**src/design/vlfd_pkg.sv**
```systemverilog
// Shared types and codes for the variable-length frame deframer.
package vlfd_pkg;

  localparam logic [2:0] ST_PROGRESS  = 3'd0;
  localparam logic [2:0] ST_READY     = 3'd1;
  localparam logic [2:0] ST_BAD_START = 3'd2;
  localparam logic [2:0] ST_OVERFLOW  = 3'd3;
  localparam logic [2:0] ST_IGNORED   = 3'd4;

  localparam logic [1:0] ERR_NONE      = 2'd0;
  localparam logic [1:0] ERR_BAD_START = 2'd1;
  localparam logic [1:0] ERR_OVERFLOW  = 2'd2;

  localparam logic [7:0] START_BYTE_RESET = 8'hAA;

  localparam logic [7:0] LEN_ONE_MASK  = 8'h80;
  localparam logic [7:0] LEN_TWO_MASK  = 8'hC0;
  localparam logic [7:0] LEN_TWO_CODE  = 8'h80;
  localparam logic [7:0] LEN_HIGH_MASK = 8'h3F;

  typedef struct packed {
    logic [2:0]  status;
    logic [7:0]  byte_out;
    logic [9:0]  byte_index;
    logic        byte_valid;
    logic [10:0] frame_length;
    logic [1:0]  last_error;
  } result_t;

endpackage

```
**src/design/varlen_frame_deframer.sv**
```systemverilog
// Variable-length frame deframer: start byte check, length decode and byte indexing.
//
//   Channel   Signals                                   Direction
//   request   in_valid_i / in_ready_o, command, byte    in
//   result    out_valid_o / out_ready_i, six fields     out
//   config    cfg_we_i / cfg_wdata_i (start byte)       in
//
// One request is accepted per cycle while the skid register is empty.
// The result register plus a one-entry skid register keep the request side
// open while a result waits, so ready depends only on the skid register.
// Reset leaves the block idle: data bytes are ignored until a start command.
module varlen_frame_deframer
  import vlfd_pkg::*;
#(
  parameter int BUFFER_BYTES     = 1024,
  parameter int LENGTH_OFFSET    = 1,
  parameter int MIN_DECODE_BYTES = 2,
  parameter int HEADER_BYTES     = 2,
  parameter int TRAILER_BYTES    = 2
) (
  input  logic        clk_i,
  input  logic        rst_ni,
  input  logic        cfg_we_i,
  input  logic [7:0]  cfg_wdata_i,
  input  logic        in_valid_i,
  output logic        in_ready_o,
  input  logic        command_i,
  input  logic [7:0]  rx_byte_i,
  output logic        out_valid_o,
  input  logic        out_ready_i,
  output logic [2:0]  status_o,
  output logic [7:0]  byte_out_o,
  output logic [9:0]  byte_index_o,
  output logic        byte_valid_o,
  output logic [10:0] frame_length_o,
  output logic [1:0]  last_error_o
);

  localparam int CNT_W = $clog2(BUFFER_BYTES + 1);
  localparam logic [1:0] MODE_IDLE  = 2'd0;
  localparam logic [1:0] MODE_RECV  = 2'd1;
  localparam logic [1:0] MODE_READY = 2'd2;

  logic [7:0]       start_byte_q;
  logic [1:0]       mode_q, mode_d;
  logic [CNT_W-1:0] count_q, count_d;
  logic [7:0]       len0_q, len0_d, len1_q, len1_d, len2_q, len2_d;
  logic             known_q, known_d;
  logic [CNT_W-1:0] exp_q, exp_d;
  logic [1:0]       err_q, err_d;

  logic [CNT_W-1:0] idx, cnt;
  logic [1:0]       need;
  logic [21:0]      payload;
  logic [23:0]      total;
  logic             accept, out_take;
  result_t          res;
  result_t          out_q, skid_q;
  logic             out_valid_q, skid_valid_q;

  assign accept   = in_valid_i & in_ready_o;
  assign out_take = out_valid_q & out_ready_i;
  assign in_ready_o = ~skid_valid_q;

  always_comb begin
    mode_d  = mode_q;
    count_d = count_q;
    len0_d  = len0_q;
    len1_d  = len1_q;
    len2_d  = len2_q;
    known_d = known_q;
    exp_d   = exp_q;
    err_d   = err_q;
    idx     = count_q;
    cnt     = count_q + CNT_W'(1);
    need    = 2'd1;
    payload = '0;
    total   = '0;
    res     = '0;

    if (command_i) begin
      mode_d  = MODE_RECV;
      count_d = '0;
      known_d = 1'b0;
      exp_d   = '0;
      res.status = ST_PROGRESS;
    end else if (mode_q != MODE_RECV) begin
      res.status   = ST_IGNORED;
      res.byte_out = rx_byte_i;
      res.frame_length = known_q ? 11'(exp_q) : 11'd0;
    end else begin
      count_d      = cnt;
      res.byte_out = rx_byte_i;
      res.byte_index = 10'(idx);
      if (idx == '0 && rx_byte_i != start_byte_q) begin
        err_d   = ERR_BAD_START;
        mode_d  = MODE_RECV;
        count_d = '0;
        known_d = 1'b0;
        exp_d   = '0;
        res.status = ST_BAD_START;
      end else begin
        if (idx == CNT_W'(LENGTH_OFFSET)) begin
          len0_d = rx_byte_i;
        end else if (idx == CNT_W'(LENGTH_OFFSET + 1)) begin
          len1_d = rx_byte_i;
        end else if (idx == CNT_W'(LENGTH_OFFSET + 2)) begin
          len2_d = rx_byte_i;
        end
        if ((len0_d & LEN_ONE_MASK) == 8'h00) begin
          need    = 2'd1;
          payload = {14'd0, len0_d};
        end else if ((len0_d & LEN_TWO_MASK) == LEN_TWO_CODE) begin
          need    = 2'd2;
          payload = {8'd0, len0_d[5:0] & LEN_HIGH_MASK[5:0], len1_d};
        end else begin
          need    = 2'd3;
          payload = {len0_d[5:0] & LEN_HIGH_MASK[5:0], len1_d, len2_d};
        end
        total = 24'(HEADER_BYTES) + 24'(need) + 24'(payload) + 24'(TRAILER_BYTES);
        if (!known_q && cnt >= CNT_W'(MIN_DECODE_BYTES) && cnt > CNT_W'(LENGTH_OFFSET)
            && cnt >= CNT_W'(LENGTH_OFFSET) + CNT_W'(need)) begin
          if (total > 24'(BUFFER_BYTES)) begin
            err_d = ERR_OVERFLOW;
          end else begin
            known_d = 1'b1;
            exp_d   = total[CNT_W-1:0];
          end
        end
        priority if (err_d == ERR_OVERFLOW && err_q != ERR_OVERFLOW && !known_d
                     && !known_q && total > 24'(BUFFER_BYTES)
                     && cnt >= CNT_W'(MIN_DECODE_BYTES) && cnt > CNT_W'(LENGTH_OFFSET)
                     && cnt >= CNT_W'(LENGTH_OFFSET) + CNT_W'(need)) begin
          mode_d  = MODE_RECV;
          count_d = '0;
          exp_d   = '0;
          res.status = ST_OVERFLOW;
        end else if (!known_q && !known_d && total > 24'(BUFFER_BYTES)
                     && cnt >= CNT_W'(MIN_DECODE_BYTES) && cnt > CNT_W'(LENGTH_OFFSET)
                     && cnt >= CNT_W'(LENGTH_OFFSET) + CNT_W'(need)) begin
          err_d   = ERR_OVERFLOW;
          mode_d  = MODE_RECV;
          count_d = '0;
          exp_d   = '0;
          res.status = ST_OVERFLOW;
        end else if (known_d && cnt >= exp_d) begin
          mode_d = MODE_READY;
          res.status     = ST_READY;
          res.byte_valid = 1'b1;
          res.frame_length = 11'(exp_d);
        end else if (cnt < CNT_W'(BUFFER_BYTES)) begin
          res.status     = ST_PROGRESS;
          res.byte_valid = 1'b1;
          res.frame_length = known_d ? 11'(exp_d) : 11'd0;
        end else begin
          err_d   = ERR_OVERFLOW;
          mode_d  = MODE_RECV;
          count_d = '0;
          known_d = 1'b0;
          exp_d   = '0;
          res.status = ST_OVERFLOW;
        end
      end
    end
    res.last_error = err_d;
  end

  always_ff @(posedge clk_i or negedge rst_ni) begin
    if (!rst_ni) begin
      start_byte_q <= START_BYTE_RESET;
      mode_q       <= MODE_IDLE;
      count_q      <= '0;
      len0_q       <= '0;
      len1_q       <= '0;
      len2_q       <= '0;
      known_q      <= 1'b0;
      exp_q        <= '0;
      err_q        <= ERR_NONE;
    end else begin
      if (cfg_we_i) begin
        start_byte_q <= cfg_wdata_i;
      end
      if (accept) begin
        mode_q  <= mode_d;
        count_q <= count_d;
        len0_q  <= len0_d;
        len1_q  <= len1_d;
        len2_q  <= len2_d;
        known_q <= known_d;
        exp_q   <= exp_d;
        err_q   <= err_d;
      end
    end
  end

  always_ff @(posedge clk_i or negedge rst_ni) begin
    if (!rst_ni) begin
      out_valid_q  <= 1'b0;
      skid_valid_q <= 1'b0;
    end else if (skid_valid_q) begin
      if (out_take) begin
        skid_valid_q <= 1'b0;
      end
    end else if (accept) begin
      if (!out_valid_q || out_take) begin
        out_valid_q <= 1'b1;
      end else begin
        skid_valid_q <= 1'b1;
      end
    end else if (out_take) begin
      out_valid_q <= 1'b0;
    end
  end

  always_ff @(posedge clk_i) begin
    if (skid_valid_q) begin
      if (out_take) begin
        out_q <= skid_q;
      end
    end else if (accept) begin
      if (!out_valid_q || out_take) begin
        out_q <= res;
      end else begin
        skid_q <= res;
      end
    end
  end

  assign out_valid_o    = out_valid_q;
  assign status_o       = out_q.status;
  assign byte_out_o     = out_q.byte_out;
  assign byte_index_o   = out_q.byte_index;
  assign byte_valid_o   = out_q.byte_valid;
  assign frame_length_o = out_q.frame_length;
  assign last_error_o   = out_q.last_error;

endmodule

```
**config.mk**
```make
export PLATFORM = sky130hd
export DESIGN_NAME = varlen_frame_deframer
export DESIGN_NICKNAME = d
export VERILOG_FILES = /design/src/design/vlfd_pkg.sv /design/src/design/varlen_frame_deframer.sv
export SDC_FILE = /design/constraint.sdc
export NUM_CORES = 1
export LEC_CHECK = 0
export BUFFER_PORTS_ARGS = -buffer_cell sky130_fd_sc_hd__clkbuf_2
export CAP_MARGIN = 10
export CORE_MARGIN = 3
export CORE_UTILIZATION = 55
export DETAILED_ROUTE_END_ITERATION = 12
export PLACE_DENSITY = 0.74
export SYNTH_ARGS = -nofsm -noshare
export SYNTH_HDL_FRONTEND = slang
export SYNTH_SLANG_ARGS = --single-unit
```
**constraint.sdc**
```tcl
create_clock -name clk_i -period 23 [get_ports clk_i]
set_input_delay 3.45 -clock clk_i [delete_from_list [all_inputs] [get_ports clk_i]]
set_output_delay 3.45 -clock clk_i [all_outputs]
set_load 0.05 [all_outputs]
```
==> summary.md, run 1 <==
| Metric | Value |
|---|---|
| Outcome | completed |
| Clock sink count | around 130 |
| DP HPWL | roughly 14 mm |
| Leading post-synthesis cells by cell area | edfxtp_1, dfrtp_1, mux2_2 |
| CP Data Arrival Time | roughly 11 ns |
| CTS Hold Bufs | 0 |
| F_max | ~0.095 GHz |
| Area leader, netlist | edfxtp_1 |
| Worst R2R End | exp_q[1] |
| Clk root buf | clkbuf_16 |
| Async SR Flop Fraction | 0.466 |
| Crit path launch | rx_byte_i[6] |
| Final Setup Violations | 0 |
| Reg clk slew, reported paths | around 0.06 ns |
| Max clock buf depth | 2 |
| Total GRT Usage | 0.253 |
| Post-synth top flop | edfxtp_1 |
| Most common cell on crit path | nor2_1 |
| ANT cells | 0 |
| CP max FO | 23 |
| Avg Inst Size Synth | around 10 um2 |
| Setup WS post-layout | 12.48 ns |
| P per Cell Area | between 150 and 200 nW/um2 |
| R2r startpoint | count_q[4] |
| Hold Path Sink | len1_q[6] |
| Max VDD drop | around 0.086 mV |
| Min cycle time layout | 10.52 ns |
| Max-slew headroom | 0.236 |
| Yosys top cell area share | 0.266 |
| Sum Neg Setup Slack | 0 ns |
| Worst Hold Depth | 2 |
| Area delta synth->final | 11.1% |
| Synth unique cells | 77 |
| Drt drc | 0 |
| Count leader, synth | nand2_1 |
| Post-synth EDFFs | 70 |
| Hold_sp | len1_q[6] |
| Routed len/inst | a little under 20 um |
| Grt ovf | 0 |
| Kind of critical path | primary input to flop |
| Register-to-Register Path Depth | 30 |
| Post-CTS Setup Bufs | 0 |
| Clock skew | a little under 0.01 ns |
| Starting DRT DRC Count | approximately 450 |
| Final Instance Area | between 8000 and 9000 um2 |
| DRT Pass-1 Iters | 6 |
| Core area | roughly 14000 um2 |
| Max Cap Viol | 0 |
| CP max stage cell | nor2_1 |
| Nets | 838 |
| Yosys warnings | 0 |
| Count of final hold-check violations | 0 |
| WP data required | ~23 ns |
| Unrepaired setup endpoints after global routing | false |
| # port buffers | 58 |
| Post-Syn Area | 7910 um2 |
| Boundary Pins | 59 |
| H-tree levels | 4 |
| Worst Tran Pin Value | 1.14 ns |
| Setup WS pre-CTS | roughly 12 ns |
| Period utilisation layout | 0.457 |
| Slew Viols, Final | 0 |
| DR vias/cell | roughly 6.3 |
| Die H | about 130 um |
| Cts bufs inserted | 17 |
| Vias in the first global route | between 6000 and 7000 |
| Largest net degree at the start of global routing | a little over 60 |
| Share of cells above drive strength 1 | 0.207 |
| DIE WIDTH | ~130 um |
| Final Wtd Congestion | roughly 0.94 |
| Syn Nets | 805 |
| Worst setup EP type | flop |
| Dpl cell area | 8230 um2 |
| Number of antenna violations at the first check in global routing | 0 |
| Fill cells | around 1200 |
| Critical Path Source Type | primary input |
| WL final | just under 20 mm |
| Leakage | 3.45 nW |
| Detail Route Antenna Nets | 0 |
| Mapped Cells | 760 |
| Register area share after synthesis | 0.459 |
| Worst hold path class | flop to flop |
| Most common library cells after synthesis | nand2_1, edfxtp_1, dfrtp_1, nor2_1, mux2_2 |
| Clock latency at the later pin of the worst-skew pair | roughly 0.44 ns |
| Via count | 6184 |
| Die ar. | around 16000 um2 |
| Reg2reg setup slack | between 10 and 15 ns |
| FF+latch count, synth | around 130 |
| First-pass GRT wire length | 32.2 mm |
| CP peak stage delay | about 0.8 ns |
| Initial cell density of the core | 0.565 |
| Cts repair resizes | 0 |
| CTS tree | built |
| Row cnt | 43 |
layer usage:
metal / routed length (um) / global-route usage / vias to the layer above
met5: 0 / 0 / -
met4: 556 / 0.107 / 0
met3: 1140 / 0.0517 / 43
met2: 9430 / 0.409 / 226
met1: 8400 / 0.334 / 3014
li1: - / - / 2901
cell families (layout without fill, tap and decap cells):
kind of cell    after synthesis  count (layout)  synth area share
xor+xnor                     25              25            0.0277
buf+inv                      71             117            0.0403
fa+ha+maj                    23              23            0.0373
compound gates              169             169             0.153
flops                       131             131             0.459
mux                          84              84             0.117
simple gates                257             257             0.165
power by group:
part | total (mW) | switching (mW) | internal, mW
sequential | 0.371 | 0.0473 | 0.323
combinational | 0.728 | 0.494 | 0.234
clock | 0.260 | 0.110 | 0.150
per-stage QoR:
stage,hold WS (ns),power (mW),instances,util
floorplan,0.449,0.944,760,-
global placement,0.464,1.07,954,0.589
detailed placement,0.478,1.09,954,0.589
CTS,0.492,1.35,986,0.628
global route,0.525,1.44,986,0.628
finish,0.489,1.36,986,0.628
registers in the layout, summed over array words and instances, names as in the netlist, 10 cells and up:
register / count
byte_index_o: 10
exp_q: 11
frame_length_o: 11
skid_q: 35
count_q: 11
placed cells by master (no fill, tap or decap), drive strengths merged, types with 12 or more instances in the layout:
cell    synthesis  routed
inv            22      27
dfrtp          57      57
mux2           46      46
nor4           13      13
nor2b          14      14
edfxtp         70      70
nor2           48      48
nand2          74      74
xor2           13      13
xnor2          12      12
mux2i          38      38
ha             22      22
nand3          29      29
clkbuf         33      76
nor3           32      32
o211ai         14      14
a21oi          34      34
o21ai          41      41
layout make-up:
type	instances	area, um2	area share
Inverter	23	86.3	0.00982
Timing Repair Buffer	62	320	0.0364
Tap cell	180	225	0.0256
Multi-Input combinational cell	558	3970	0.451
Clock buffer	18	429	0.0488
Sequential cell	131	3630	0.413
Clock inverter	14	128	0.0145
worst max-delay path, delay by kind of cell:
| family | cells | cell delay (ns) |
|---|---|---|
| AOI/OAI and AO/OA | 14 | 3.75 |
| adders and majority gates | 2 | 0.47 |
| buffers and inverters | 1 | 0.20 |
| muxes | 2 | 0.98 |
| and+or+nand+nor | 10 | 2.03 |
worst max-delay path by stage:
stage                 endpoint  cells past startpoint
floorplan           skid_q[10]                     29
global placement      exp_q[1]                     29
detailed placement    exp_q[1]                     29
CTS                   exp_q[1]                     29
global route          exp_q[1]                     27
finish                exp_q[1]                     29
Note: power is estimated with default switching activity, not from simulation.
==> inputs of run 2 (changes only) <==
==> constraint.sdc (replaced) <==
create_clock -name clk_i -period 9.7 [get_ports clk_i]
set_input_delay 1.455 -clock clk_i [delete_from_list [all_inputs] [get_ports clk_i]]
set_output_delay 1.455 -clock clk_i [all_outputs]
set_load 0.05 [all_outputs]
==> summary.md, run 2 (synthesized netlist as in run 1, its figures left out) <==
| Metric | Value |
|---|---|
| Outcome | completed (unchanged) |
| Min cycle time layout | 8.67 ns |
| Via count | 6220 (was 6184) |
| Hold WS | 0.488 ns (was 0.489 ns) |
| Leading cell type in the layout, fill and taps excluded | nand2_1 (unchanged) |
| CTS Hold Bufs | 0 (unchanged) |
| Die ar. | 15900 um2 (unchanged) |
| Largest net degree at the start of global routing | 62 (unchanged) |
| Row cnt | 43 (unchanged) |
| Setup WS post-layout | 1.03 ns (was 12.48 ns) |
| Grt ovf | 0 (unchanged) |
| CTS tree | built (unchanged) |
| Cts bufs inserted | 17 (unchanged) |
| Multi-input logic area | 3970 um2 (unchanged) |
| ANT cells | 0 (unchanged) |
| Most frequent cells in the layout | nand2_1, edfxtp_1, clkbuf_2, dfrtp_1, nor2_1 (unchanged) |
| Total GRT Usage | 0.257 (was 0.253) |
| Starting DRT DRC Count | 488 (was 451) |
| CP max FO | 23 (unchanged) |
| H-tree levels | 4 (unchanged) |
| Reg clk slew, reported paths | 0.06 ns (about the same) |
| Max-slew headroom | 0.316 (was 0.236) |
| Sum Neg Setup Slack | 0 ns (unchanged) |
| Unrepaired setup endpoints after global routing | false (unchanged) |
| Clock sink count | 131 (unchanged) |
| Max clock buf depth | 2 (unchanged) |
| DRT Pass-1 Iters | 5 (was 6) |
| Slew Viols, Final | 0 (unchanged) |
| Count of final hold-check violations | 0 (unchanged) |
| Max reg flops | 35 (unchanged) |
| Initial cell density of the core | 0.565 (unchanged) |
| Post-Layout Cell Count | 988 (was 986) |
| Top reg by flops | skid_q (unchanged) |
| Cts repair resizes | 0 (unchanged) |
| Post-Route Utilization | 0.633 (was 0.628) |
| Placed cells | 955 (was 954) |
| Die H | 126 um (unchanged) |
| Leakage | 3.48 nW (was 3.45 nW) |
| Fill cells | 1148 (was 1150) |
| Number of antenna violations at the first check in global routing | 0 (unchanged) |
| First-pass GRT wire length | 32.6 mm (was 32.2 mm) |
| Max Cap Viol | 0 (unchanged) |
| P per Cell Area | 368 nW/um2 (was 155 nW/um2) |
| Vias in the first global route | 6263 (was 6172) |
| Worst setup EP type | flop (unchanged) |
| Max VDD drop | 0.188 mV (was 0.0861 mV) |
| Worst Tran Pin Value | 0.997 ns (was 1.14 ns) |
| Core area | 14000 um2 (unchanged) |
| Drt drc | 0 (unchanged) |
| Worst hold path class | flop to flop (unchanged) |
| CP Data Arrival Time | 8.96 ns (was 10.86 ns) |
| Period utilisation layout | 0.894 |
| Kind of critical path | flop to flop (was primary input to flop) |
| F_max | ~0.12 GHz |
| WL final | 19.9 mm (was 19.5 mm) |
| CP max stage cell | or4_1 (was nor2_1) |
| Area delta synth->final | 11.9% (was 11.1%) |
| Clock latency at the later pin of the worst-skew pair | 0.43 ns (was 0.44 ns) |
| CP peak stage delay | 0.72 ns (was 0.81 ns) |
| DP HPWL | 14.0 mm (was 14.1 mm) |
| WP data required | 9.99 ns (was 23.34 ns) |
| Routed len/inst | 20.1 um (was 19.8 um) |
| Post-CTS Setup Bufs | 0 (unchanged) |
| Most common cell on crit path | nor2_1 (unchanged) |
| Setup WS pre-CTS | 1.16 ns (was 12.19 ns) |
| Final Setup Violations | 0 (unchanged) |
| Clock skew | 0.00911 ns (was 0.00980 ns) |
| Clk root buf | clkbuf_16 (unchanged) |
| Nets | 840 (was 838) |
| Boundary Pins | 59 (unchanged) |
| Share of cells above drive strength 1 | 0.209 (was 0.207) |
| Detail Route Antenna Nets | 0 (unchanged) |
| Storage cell area | 3630 um2 (unchanged) |
| DIE WIDTH | 126 um (unchanged) |
| DR vias/cell | 6.30 (was 6.27) |
| Critical Path Source Type | flop (was primary input) |
| Final Wtd Congestion | 0.943 (was 0.940) |
| # port buffers | 58 (unchanged) |
==> run 2: changes by cell type in the layout (fill, tap and decap cells not counted) <==
cell	before	now
inv_6	4	1
bufinv_16	1	3
buf_12	0	1
buf_4	4	5
clkinv_2	3	4
clkinvlp_4	2	3
inv_8	1	0
==> run 2: area by class of cell <==
type | instances | area share
Clock buffer | 18 | 0.0485
Clock inverter | 14 | 0.0184
Inverter | 23 | 0.00975
Multi-Input combinational cell | 558 | 0.448
Sequential cell | 131 | 0.410
Tap cell | 180 | 0.0254
Timing Repair Buffer | 64 | 0.0393
==> run 2: metal layers <==
layer	global-route usage	wire length, um	up-vias
li1	-	-	2903
met1	0.329	8390	3067
met2	0.431	9870	215
met3	0.0564	1190	35
met4	0.0890	444	0
met5	0	0	-
==> run 2: critical path: cells and delay by family, from the launching register on <==
family / cells / cell delay (ns)
and+or+nand+nor: 13 / 3.63
AOI/OAI and AO/OA: 13 / 3.01
muxes: 2 / 0.99
adders and majority gates: 2 / 0.48
DFF: 1 / 0.41
==> run 2: worst paths after layout <==
path / slack (ns) / end / startpoint / cells past startpoint
setup / recovery: 1.03 / frame_length_o[4] / count_q[6] / 30
hold / removal: 0.49 / len1_q[4] / len1_q[4] / 2
setup reg to reg: 1.03 / frame_length_o[4] / count_q[6] / 30
hold reg to reg: 0.49 / len1_q[4] / len1_q[4] / 2
max in group asynchronous: 7.93 / len0_q[7] / rst_ni / 2
min in group asynchronous: 1.21 / exp_q[10] / rst_ni / 2
==> run 2: stage by stage <==
stage / cell area [um2] / power, mW
floorplan: 7910 / 2.24
global placement: 8240 / 2.54
detailed placement: 8240 / 2.58
CTS: 8830 / 3.24
global route: 8850 / 3.45
finish: 8850 / 3.26
==> run 2: power breakdown <==
group | internal, mW | total, mW | switching (mW)
registers | 0.765 | 0.876 | 0.111
clock network | 0.402 | 0.646 | 0.244
logic | 0.563 | 1.74 | 1.18
